$ cat src/design/linear_ranking_selector_unit_assert.svh
// assertion macros used by the linear ranking selector datapath
// needs nothing else; included inside the lrs_dp module body
`ifndef LINEAR_RANKING_SELECTOR_UNIT_ASSERT_SVH
`define LINEAR_RANKING_SELECTOR_UNIT_ASSERT_SVH

// same-cycle implication under synchronous active-low reset
`define LRS_ASSERT_IMP(label, clk, rst_n, ante, cons, msg) \
    label: assert property (@(posedge clk) disable iff (!rst_n) (ante) |-> (cons)) \
        else $error(msg);

// next-cycle implication under synchronous active-low reset
`define LRS_ASSERT_NXT(label, clk, rst_n, ante, cons, msg) \
    label: assert property (@(posedge clk) disable iff (!rst_n) (ante) |=> (cons)) \
        else $error(msg);

`endif

$ cat src/design/lrs_pkg.sv
// shared types, codes and constants of the linear ranking selector
// no dependencies
`timescale 1ns / 1ps

package lrs_pkg;

    localparam int MAX_CANDIDATES = 256;
    localparam int ID_WIDTH       = 16;
    localparam int CNT_W          = $clog2(MAX_CANDIDATES + 1);
    localparam int IDX_W          = $clog2(MAX_CANDIDATES);
    localparam int P_W            = 18;
    localparam int INR_W          = 17;
    localparam int RF_W           = 16;
    localparam int CHOICE_W       = RF_W + CNT_W;
    localparam int SUM_W          = CHOICE_W + 2;
    localparam int DIV_CNT_W      = $clog2(P_W + 1);

    localparam logic [P_W-1:0]   ONE_Q16     = P_W'(65536);
    localparam logic [P_W-1:0]   TWO_Q16     = P_W'(131072);
    localparam logic [INR_W-1:0] INERTIA_ONE = INR_W'(65536);

    // operation codes
    typedef enum logic [2:0] {
        OP_LOAD   = 3'd0,
        OP_SELECT = 3'd1,
        OP_END    = 3'd2,
        OP_UPDATE = 3'd3,
        OP_CLEAR  = 3'd4
    } t_op;

    // result status codes
    localparam logic [1:0] ST_OK    = 2'd0;
    localparam logic [1:0] ST_FULL  = 2'd1;
    localparam logic [1:0] ST_EMPTY = 2'd2;

    // configuration register indexes
    localparam logic [1:0] CFG_PMIN    = 2'd0;
    localparam logic [1:0] CFG_PMAX    = 2'd1;
    localparam logic [1:0] CFG_INERTIA = 2'd2;

    typedef struct packed {
        logic [2:0]          operation;
        logic [ID_WIDTH-1:0] candidate_id;
        logic [RF_W-1:0]     random_fraction;
        logic [15:0]         very_good_count;
        logic [15:0]         good_count;
        logic [15:0]         bad_count;
    } t_in_item;

    typedef struct packed {
        logic [15:0]      selected_id;
        logic [7:0]       selected_position;
        logic [1:0]       status;
        logic [P_W-1:0]   pressure_now;
        logic [CNT_W-1:0] list_length;
    } t_out_item;

    // controller to datapath commands
    typedef struct packed {
        logic capture;
        logic load_wr;
        logic set_full;
        logic set_empty;
        logic sel_init;
        logic div_step;
        logic walk_init;
        logic walk_step;
        logic fetch;
        logic grab;
        logic shift_step;
        logic sel_end;
        logic copy_init;
        logic copy_step;
        logic copy_end;
        logic upd_mul1;
        logic upd_mul2;
        logic clear;
        logic emit;
    } t_dp_cmd;

    // datapath to controller status
    typedef struct packed {
        t_op  op;
        logic store_full;
        logic list_empty;
        logic single;
        logic div_done;
        logic walk_more;
        logic shift_done;
        logic copy_done;
    } t_dp_stat;

    // clamp a pressure into [1.0, 2.0]
    function automatic logic [P_W-1:0] sat_pressure(input logic [P_W-1:0] v);
        logic [P_W-1:0] r;
        if (v < ONE_Q16) begin
            r = ONE_Q16;
        end else if (v > TWO_Q16) begin
            r = TWO_Q16;
        end else begin
            r = v;
        end
        return r;
    endfunction

endpackage

$ cat src/design/lrs_ctrl.sv
// controller state machine of the linear ranking selector
// depends on lrs_pkg
`timescale 1ns / 1ps

module lrs_ctrl (
    input  logic              i_clk,
    input  logic              i_rst_n,
    input  logic              i_in_valid,
    output logic              o_in_ready,
    output logic              o_out_valid,
    input  logic              i_out_ready,
    output lrs_pkg::t_dp_cmd  o_cmd,
    input  lrs_pkg::t_dp_stat i_stat
);
    import lrs_pkg::*;

    typedef enum logic [3:0] {
        S_IDLE,
        S_DISPATCH,
        S_DIV,
        S_WALK,
        S_FETCH,
        S_GRAB,
        S_SHIFT,
        S_COPY,
        S_UPD2,
        S_FINISH
    } t_state;

    t_state r_state, n_state;
    logic   r_out_valid, n_out_valid;
    logic   out_free;

    assign o_in_ready  = (r_state == S_IDLE);
    assign o_out_valid = r_out_valid;
    assign out_free    = !r_out_valid || i_out_ready;

    // next state and datapath commands
    always_comb begin
        n_state     = r_state;
        n_out_valid = r_out_valid && !i_out_ready;
        o_cmd       = '0;
        case (r_state)
            S_IDLE: begin
                if (i_in_valid) begin
                    o_cmd.capture = 1'b1;
                    n_state       = S_DISPATCH;
                end
            end
            S_DISPATCH: begin
                n_state = S_FINISH;
                case (i_stat.op)
                    OP_LOAD: begin
                        if (i_stat.store_full) begin
                            o_cmd.set_full = 1'b1;
                        end else begin
                            o_cmd.load_wr = 1'b1;
                        end
                    end
                    OP_SELECT: begin
                        if (i_stat.list_empty) begin
                            o_cmd.set_empty = 1'b1;
                        end else begin
                            o_cmd.sel_init = 1'b1;
                            n_state        = i_stat.single ? S_FETCH : S_DIV;
                        end
                    end
                    OP_END: begin
                        o_cmd.copy_init = 1'b1;
                        n_state         = S_COPY;
                    end
                    OP_UPDATE: begin
                        o_cmd.upd_mul1 = 1'b1;
                        n_state        = S_UPD2;
                    end
                    OP_CLEAR: begin
                        o_cmd.clear = 1'b1;
                    end
                    default: begin
                        n_state = S_FINISH;
                    end
                endcase
            end
            S_DIV: begin
                if (i_stat.div_done) begin
                    o_cmd.walk_init = 1'b1;
                    n_state         = S_WALK;
                end else begin
                    o_cmd.div_step = 1'b1;
                end
            end
            S_WALK: begin
                if (i_stat.walk_more) begin
                    o_cmd.walk_step = 1'b1;
                end else begin
                    n_state = S_FETCH;
                end
            end
            S_FETCH: begin
                o_cmd.fetch = 1'b1;
                n_state     = S_GRAB;
            end
            S_GRAB: begin
                o_cmd.grab       = 1'b1;
                o_cmd.shift_step = 1'b1;
                n_state          = S_SHIFT;
            end
            S_SHIFT: begin
                if (i_stat.shift_done) begin
                    o_cmd.sel_end = 1'b1;
                    n_state       = S_FINISH;
                end else begin
                    o_cmd.shift_step = 1'b1;
                end
            end
            S_COPY: begin
                if (i_stat.copy_done) begin
                    o_cmd.copy_end = 1'b1;
                    n_state        = S_FINISH;
                end else begin
                    o_cmd.copy_step = 1'b1;
                end
            end
            S_UPD2: begin
                o_cmd.upd_mul2 = 1'b1;
                n_state        = S_FINISH;
            end
            S_FINISH: begin
                if (out_free) begin
                    o_cmd.emit  = 1'b1;
                    n_out_valid = 1'b1;
                    n_state     = S_IDLE;
                end
            end
            default: begin
                n_state = S_IDLE;
            end
        endcase
    end

    // state and output valid
    always_ff @(posedge i_clk) begin
        if (!i_rst_n) begin
            r_state     <= S_IDLE;
            r_out_valid <= 1'b0;
        end else begin
            r_state     <= n_state;
            r_out_valid <= n_out_valid;
        end
    end

endmodule

$ cat config.mk
export PLATFORM = sky130hd
export DESIGN_NAME = lrs_ctrl
export DESIGN_NICKNAME = d
export VERILOG_FILES = /design/src/design/linear_ranking_selector_unit_assert.svh /design/src/design/lrs_pkg.sv /design/src/design/lrs_ctrl.sv
export SDC_FILE = /design/constraint.sdc
export NUM_CORES = 1
export LEC_CHECK = 0
export BUFFER_PORTS_ARGS = -buffer_cell sky130_fd_sc_hd__buf_2
export CORE_MARGIN = 5
export CORE_UTILIZATION = 39
export CTS_CLUSTER_SIZE = 30
export DETAILED_ROUTE_END_ITERATION = 8
export PLACE_DENSITY = 0.79
export SYNTH_ARGS = -nofsm -noshare
export SYNTH_HDL_FRONTEND = slang
export SYNTH_SLANG_ARGS = --single-unit
$ cat constraint.sdc
create_clock -name i_clk -period 1.65 [get_ports i_clk]
set_clock_uncertainty 0.05 [all_clocks]
set_input_delay 0 -clock i_clk [delete_from_list [all_inputs] [get_ports i_clk]]
set_output_delay 0 -clock i_clk [all_outputs]
set_load 0.005 [all_outputs]
# Yosys cells after proc, flatten, opt, wreduce, memory -nomap -nowiden
# Cells that the tools add are included.
# word_totals
regBits	5
out_inout_bits	21
input_bits	14
wordCells	72
# classes
n_mux	44
n_reduce_logical	7
n_eq_ne	19
# op_table
cell	count
$pmux W4 S10	1
$mux W4	8
$mux W1	28
$eq A4 B3 Y1 const B	4
$ne A2 B2 Y1 const B	6
$pmux W4 S3	1
$eq A4 B2 Y1 const B	2
$eq A4 B4 Y1 const B	2
$mux W2	4
$eq A3 B2 Y1 const B	2
$reduce_and A6 Y1	1
$eq A4 B1 Y1 const B	1
$logic_not A4 Y1	1
$eq A3 B1 Y1 const B	1
$eq A3 B3 Y1 const B	1
$logic_not A3 Y1	1
$mux W3	1
$logic_not A1 Y1	2
$pmux W1 S2	1
$logic_and A1 B1 Y1	1
$logic_or A1 B1 Y1	1

# Depth between registers and ports, before layout
# Gate-level depths: netlist (run 1).
# depth
ltp_word	4
depth_mapped	7
mapped_depth_nobuf	5

# Worst setup path after synthesis (run 1)
# No wires, ideal clock.
# synth_timing
path_type	register to register
from	register r_state[0]
to	register r_state[0]
setup_time_ps	115
arrival_time_ps	1465
slack_ps	20
path_stages_with_launch	7
n_path_buf	1
period_less_slack_ps	1630
required_ps	1485
cell_sequence	dfxtp_1 > buf_4 > nor3_1 > o21ai_2 > o311ai_1 > or4_1 > and3_1
# synth_via
elab_chain_cells	3
elab_cells_between_ends	18
cone_classes	eq/ne: 15; mux: 1; reduce/logical: 2
# synth_rtl
element	line_no	text
from (decl)	lrs_ctrl.sv:30	t_state r_state, n_state;
from (signal assigned)	lrs_ctrl.sv:147	r_state <= n_state;
$eq A4 B4 Y1, or another cell as far along	lrs_ctrl.sv:43	case (r_state)
$ne A2 B2 Y1 (no line)	n/a	
$reduce_and A6 Y1 (no line)	n/a	
# Several ways; a longest one is shown, not always the timed one.
# A chain may end at the register's enable or synchronous reset.

==> reports/metrics.yaml, run 1 <==
rsz0062_at_grt: "yes"
nets: 176
synth_warnings: 0
critical_path_arrival_ps: 1690
fp.coreArea_um2: 1520
holdWs_ps: 198
synthDominantCellAreaShare_pct: 15.8
min_path_type: "input pin to flop"
antenna_found_initial: 0
drive_gt1_share_pct: 49.7
cts_htree_levels: 1
path_class: "flop to output pin"
start_util_pct: 41.5
syn_area_per_cell_um2: 6.21
async_flop_share_pct: 0
ys.flop_type: "dfxtp_1"
violations: "setup timing"
grt_max_degree: 10
drcViolationCount: 0
power_density_nw_per_um2: 677
wire_per_inst_um: 15.7
syn-cell-area_um2: 633
synth_edf_count: 0
finalCritPeriodShare_pct: 106
fin_ws_ps: -92.0
critPathCaptureType: "output pin"
grt_pass1_vias: 928
clock-root-buffer: "clkbuf_4"
ant_nets: 0
critical_path.max_fanout: 4
gp_congestion: 0.839
cts_tree: "yes"
ys_ff_latch: 5
total_power_mw: 0.769
syn-num-nets: 116
clkTransAtPathRegs_ps: 50
finalHoldViolCount: 0
fin_crit_ps: 1740
timing.max_cap.violations: 0
insertedDiodeCount: 0
numClockSinks: 5
first_iter_violations: 25
hpwl_um: 1790
irDropWorstVdd_mv: 0.631
timing.fmax_mhz: 574
start_kind: "flop"
portBuffers: 34
synth_cells: 102
clock_path_buffers: 2
ys_seq_area_share_pct: 15.8
dieArea_um2: 2530
status: "finished with violations"
io_pins: 35
num_rows: 14
yosysTopAreaCell: "dfxtp_1"
synthToLayoutAreaGrowth_pct: 79.2
cp_data_required_time_ps: 1600
tightest_slew_ps: 226
wl_um: 2780
grt_pass1_wl_um: 4240
die_w_um: 50.3
globalRouteOverflowTotal: 0
routed-via-count: 1011
die_h_um: 50.3
finalSetupViolCount: 4
synthDistinctLibCells: 36
via_per_inst: 5.71
slew_headroom_pct: 84.5
synth.area.top_cells: "dfxtp_1 (16%), nor3_1 (8.7%), nor2_1 (7.1%)"
cts_buffers: 3
power_leakage_nw: 0.583
dr.pass1.iters: 4
clock_latency_ps: 260
slew_viol_final: 0
track_usage_pct: 21.3
[power breakdown]
group          leakage [nW]  internal, mW  total, mW  switching (mW)
registers            0.0436         0.136      0.159          0.0223
logic                 0.522         0.234      0.458           0.225
clock network        0.0177        0.0884      0.152          0.0636
total                 0.583         0.458      0.769           0.311
[state kept, by name, summed over array words and instances (netlist names)]
name	flops
o_out_valid	1
r_state	4
[final cells by class]
cell class / count / area, um^2
clock buffers: 3 / 22.5
multi-input cells: 81 / 532
repair buffers: 63 / 410
clock inverters: 1 / 5.00
fillers: 107 / 389
well taps: 16 / 20.0
inverters: 8 / 30.0
flip-flops and latches: 5 / 115
[final timing paths]
check                           depth (start not counted)  slack (ps)           to        start
worst min-delay path                                    4         200   r_state[1]    i_stat[4]
worst max-delay path                                    5         -90    o_cmd[17]   r_state[0]
worst max register to register                          6         -60   r_state[0]   r_state[0]
worst min register to register                          3         550  o_out_valid  o_out_valid
[per-layer routing]
| layer | up-vias | track usage [%] | part of all wire, % |
|---|---|---|---|
| met5 | - | 0 | 0 |
| met4 | 0 | 7.23 | 2.0 |
| li1 | 478 | - | - |
| met2 | 56 | 36.2 | 48 |
| met1 | 468 | 25.1 | 41 |
| met3 | 9 | 6.51 | 8.7 |
[cell usage after synthesis (all sizes together), types with 2 or more instances]
cell    number
nor3        11
nor4         3
nand3        2
buf          7
o21ai        9
dfxtp        5
a21oi        5
nand2b       2
and3         5
nand2        9
nor2        12
inv          8
or3b         2
mux2i        2
nor2b        3
[critical path, cell delays in order (launching register included)]
cell	delay, ps
dfxtp_4	370
buf_6	100
or2b_4	280
or3_4	370
nor4_4	150
buf_2	150
[through the flow]
| stage | TNS [ps] | util (%) | std cells | cell area, um^2 | setup slack, ps |
|---|---|---|---|---|---|
| 4_1_cts | -244 | 71.6 | 176 | 1090 | -114 |
| 2_1_floorplan | 0 | - | 102 | 633 | 19.7 |
| 5_1_grt | -558 | 74.5 | 177 | 1130 | -154 |
| 3_5_place_dp | -228 | 60.8 | 163 | 926 | -142 |
| 3_3_place_gp | -49.7 | 60.8 | 163 | 926 | -49.7 |
| 6_report | -223 | 74.5 | 177 | 1130 | -92.0 |
[cells by family (layout without fill, tap and decap cells)]
| logic type | Yosys count | in the layout | share of synthesized area, % |
|---|---|---|---|
| buffers and inverters | 16 | 75 | 11.1 |
| DFF | 5 | 5 | 15.8 |
| muxes | 2 | 2 | 3.16 |
| AOI/OAI and AO/OA | 23 | 23 | 23.3 |
| and+or+nand+nor | 56 | 56 | 46.6 |
[what timing repair did]
item,in CTS,in global routing
pin swaps,6,4
endpoints found under the hold margin,5,0
resized for setup,18,9
setup endpoints to repair,11,9
setup buffers,7,2
hold buffers,2,0
[cells in the final DEF (no fill, tap or decap), types with 3 or more instances in the layout]
master and instances:
nand2_1 9, and3_1 5, nor2_1 11, buf_2 33, clkbuf_4 3, a21oi_1 4
o21ai_0 5, nor2b_1 3, dfxtp_4 4, o21ai_1 3, buf_4 24, inv_1 8
nor3_1 9, buf_6 4
No activity file was read; power rests on OpenSTA's default activity.
==> inputs of run 2 (changes only) <==
- REMOVE_ABC_BUFFERS: not set -> 1
==> run 2 against run 1 <==
Effect of this change:
- the flow still finishes with violations (setup timing)
- total power shrank 8.8%
- die area is the same
- sequential share of layout area grew 0.91 points
- first-iteration DRC count grew 64%
- flip-flop and latch count is the same
- maximum frequency grew 1.3%
- largest cell class unchanged
- wire length shrank 12%
- final area shrank 10%
- largest power group unchanged
- final cell count shrank 5.1%
- critical path type unchanged
- critical path depth is the same
- via count shrank 5.8%
- count of clock-buffer cells in the layout grew 1
==> reports/metrics.yaml, run 2 (synthesis gave the netlist of run 1 again) <==
status: "finished with violations"  # unchanged
violations: "setup timing"  # unchanged
cts_htree_levels: 1  # unchanged
track_usage_pct: 18.0  # was 21.3%
clock_latency_ps: 240  # was 260 ps
r2r_setup_slack_ps: -50  # was -60 ps
via_per_inst: 5.67  # was 5.71
final_common_cell: "buf_2"  # unchanged
p_switching_mw: 0.275  # was 0.311 mW
grt_max_degree: 14  # was 10
start_util_pct: 41.5  # unchanged
internal_power_mw: 0.426  # was 0.458 mW
gp_congestion: 0.909  # was 0.839
swShare_pct: 39.3  # was 40.4%
finalNonFillerCells: 168  # was 177
critPathCaptureType: "output pin"  # unchanged
nets: 167  # was 176
finalCritPeriodShare_pct: 104  # was 106%
hold_depth: 3  # was 4
p_seq_share_pct: 21.9  # was 20.6%
globalRouteOverflowTotal: 0  # unchanged
pre_cts_slack_ps: -64.8  # was -142 ps
cp_data_required_time_ps: 1600  # about the same
largest-register: "r_state"  # unchanged
portBuffers: 34  # unchanged
start_kind: "flop"  # unchanged
dr.pass1.iters: 5  # was 4
routed-via-count: 952  # was 1011
ant_nets: 0  # unchanged
wire_per_inst_um: 14.6  # was 15.7 um
hpwl_um: 1730  # was 1790 um
timing.max_cap.violations: 0  # unchanged
finalHoldViolCount: 0  # unchanged
final_cell_mix: "buf_2 (34), buf_4 (18), nor2_1 (12)"  # was buf_2 (33), buf_4 (24), nor2_1 (11)
synthToLayoutAreaGrowth_pct: 60.9  # was 79.2%
pwr-share-clk_pct: 20.4  # was 19.8%
critical_path.max_fanout: 6  # was 4
numClockSinks: 5  # unchanged
critical_path_arrival_ps: 1670  # was 1690 ps
dp.cells: 158  # was 163
fin_crit_ps: 1720  # was 1740 ps
first_iter_violations: 41  # was 25
rsz0062_at_grt: "yes"  # unchanged
power_leakage_nw: 0.530  # was 0.583 nW
drcViolationCount: 0  # unchanged
tightest_slew_ps: 287  # was 226 ps
grt_pass1_vias: 867  # was 928
irDropWorstVdd_mv: 0.493  # was 0.631 mV
cts_tree: "yes"  # unchanged
finalSetupViolCount: 3  # was 4
r2r_end: "r_state[0]"  # unchanged
drive_gt1_share_pct: 44.7  # was 49.7%
path_class: "flop to output pin"  # unchanged
num_rows: 14  # unchanged
r2r-start: "r_state[0]"  # unchanged
antenna_found_initial: 0  # unchanged
fin_ws_ps: -70.0  # was -92.0 ps
grt_pass1_wl_um: 3720  # was 4240 um
min_path_type: "input pin to flop"  # unchanged
dieArea_um2: 2530  # unchanged
hold_end: "o_out_valid"  # was r_state[1]
die_w_um: 50.3  # unchanged
clock-root-buffer: "clkbuf_4"  # unchanged
insertedDiodeCount: 0  # unchanged
clkTransAtPathRegs_ps: 40  # was 50 ps
io_pins: 35  # unchanged
n_fill_cell: 122  # was 107
fp.coreArea_um2: 1520  # unchanged
timing.fmax_mhz: 581  # was 574 MHz
largest_reg_flops: 4  # unchanged
combPwrFrac_pct: 57.7  # was 59.6%
power_density_nw_per_um2: 689  # was 677 nW/um^2
slew_headroom_pct: 80.8  # was 84.5%
min_from: "i_out_ready"  # was i_stat[4]
die_h_um: 50.3  # unchanged
clock_path_buffers: 2  # unchanged
rr_worst_depth: 6  # unchanged
slew_viol_final: 0  # unchanged
wl_um: 2460  # was 2780 um
cts_buffers: 3  # unchanged
run 2: through the flow:
step / setup TNS (ps) / total power, mW / hold WS [ps] / utilization (%) / cell area (um^2)
after floorplan: -418 / 0.323 / -15.9 / - / 593
after global placement: -27.5 / 0.469 / 185 / 58.3 / 888
after detailed placement: -66.0 / 0.475 / 188 / 58.3 / 888
after CTS: -133 / 0.665 / 27.9 / 64.6 / 985
after global routing: -324 / 0.741 / 50.2 / 66.8 / 1020
final: -130 / 0.702 / 45.6 / 66.8 / 1020
run 2: worst max path at each step:
| stage | endpoint | from | cells after the start |
|---|---|---|---|
| global placement | r_state[0] | r_state[3] | 5 |
| detailed placement | r_state[0] | r_state[0] | 5 |
| floorplan | r_state[0] | r_state[0] | 5 |
| finish | o_cmd[17] | r_state[0] | 5 |
| global route | o_cmd[17] | r_state[0] | 5 |
| CTS | o_cmd[17] | r_state[1] | 5 |
run 2: timing repair:
item                       4_1_cts  5_1_grt
setup endpoints to repair        8        6
pin swaps                        3        2
setup buffers                    2        4
hold endpoints to repair         5        0
gates resized for setup         13        4
hold buffers                     1        0
run 2: critical path, stage by stage, from the launching register on:
cell and delay, ps:
dfxtp_4 370, buf_6 100, or2b_4 290, or3_4 350, nor4_1 170, buf_2 160
run 2: power groups by stage:
stage	Clock (mW)	Combinational, mW	Sequential, mW
after CTS	0.145	0.367	0.153
after global placement	0	0.315	0.154
after detailed placement	0	0.319	0.156
after global routing	0.155	0.431	0.155
final	0.143	0.405	0.154
after floorplan	0	0.148	0.175
run 2: layout make-up:
class,count,area (um^2),area share [%]
inverters,8,30.0,2.95
repair buffers,54,327,32.1
clock buffers,4,26.3,2.58
multi-input cells,81,503,49.4
flip-flops and latches,5,113,11.1
well taps,16,20.0,1.97
run 2: metal layers:
layer  share of wire (%)  track usage (%)
met4                 3.1             8.94
met3                 8.5             2.96
met5                   0                0
met1                  38             19.5
met2                  50             33.1
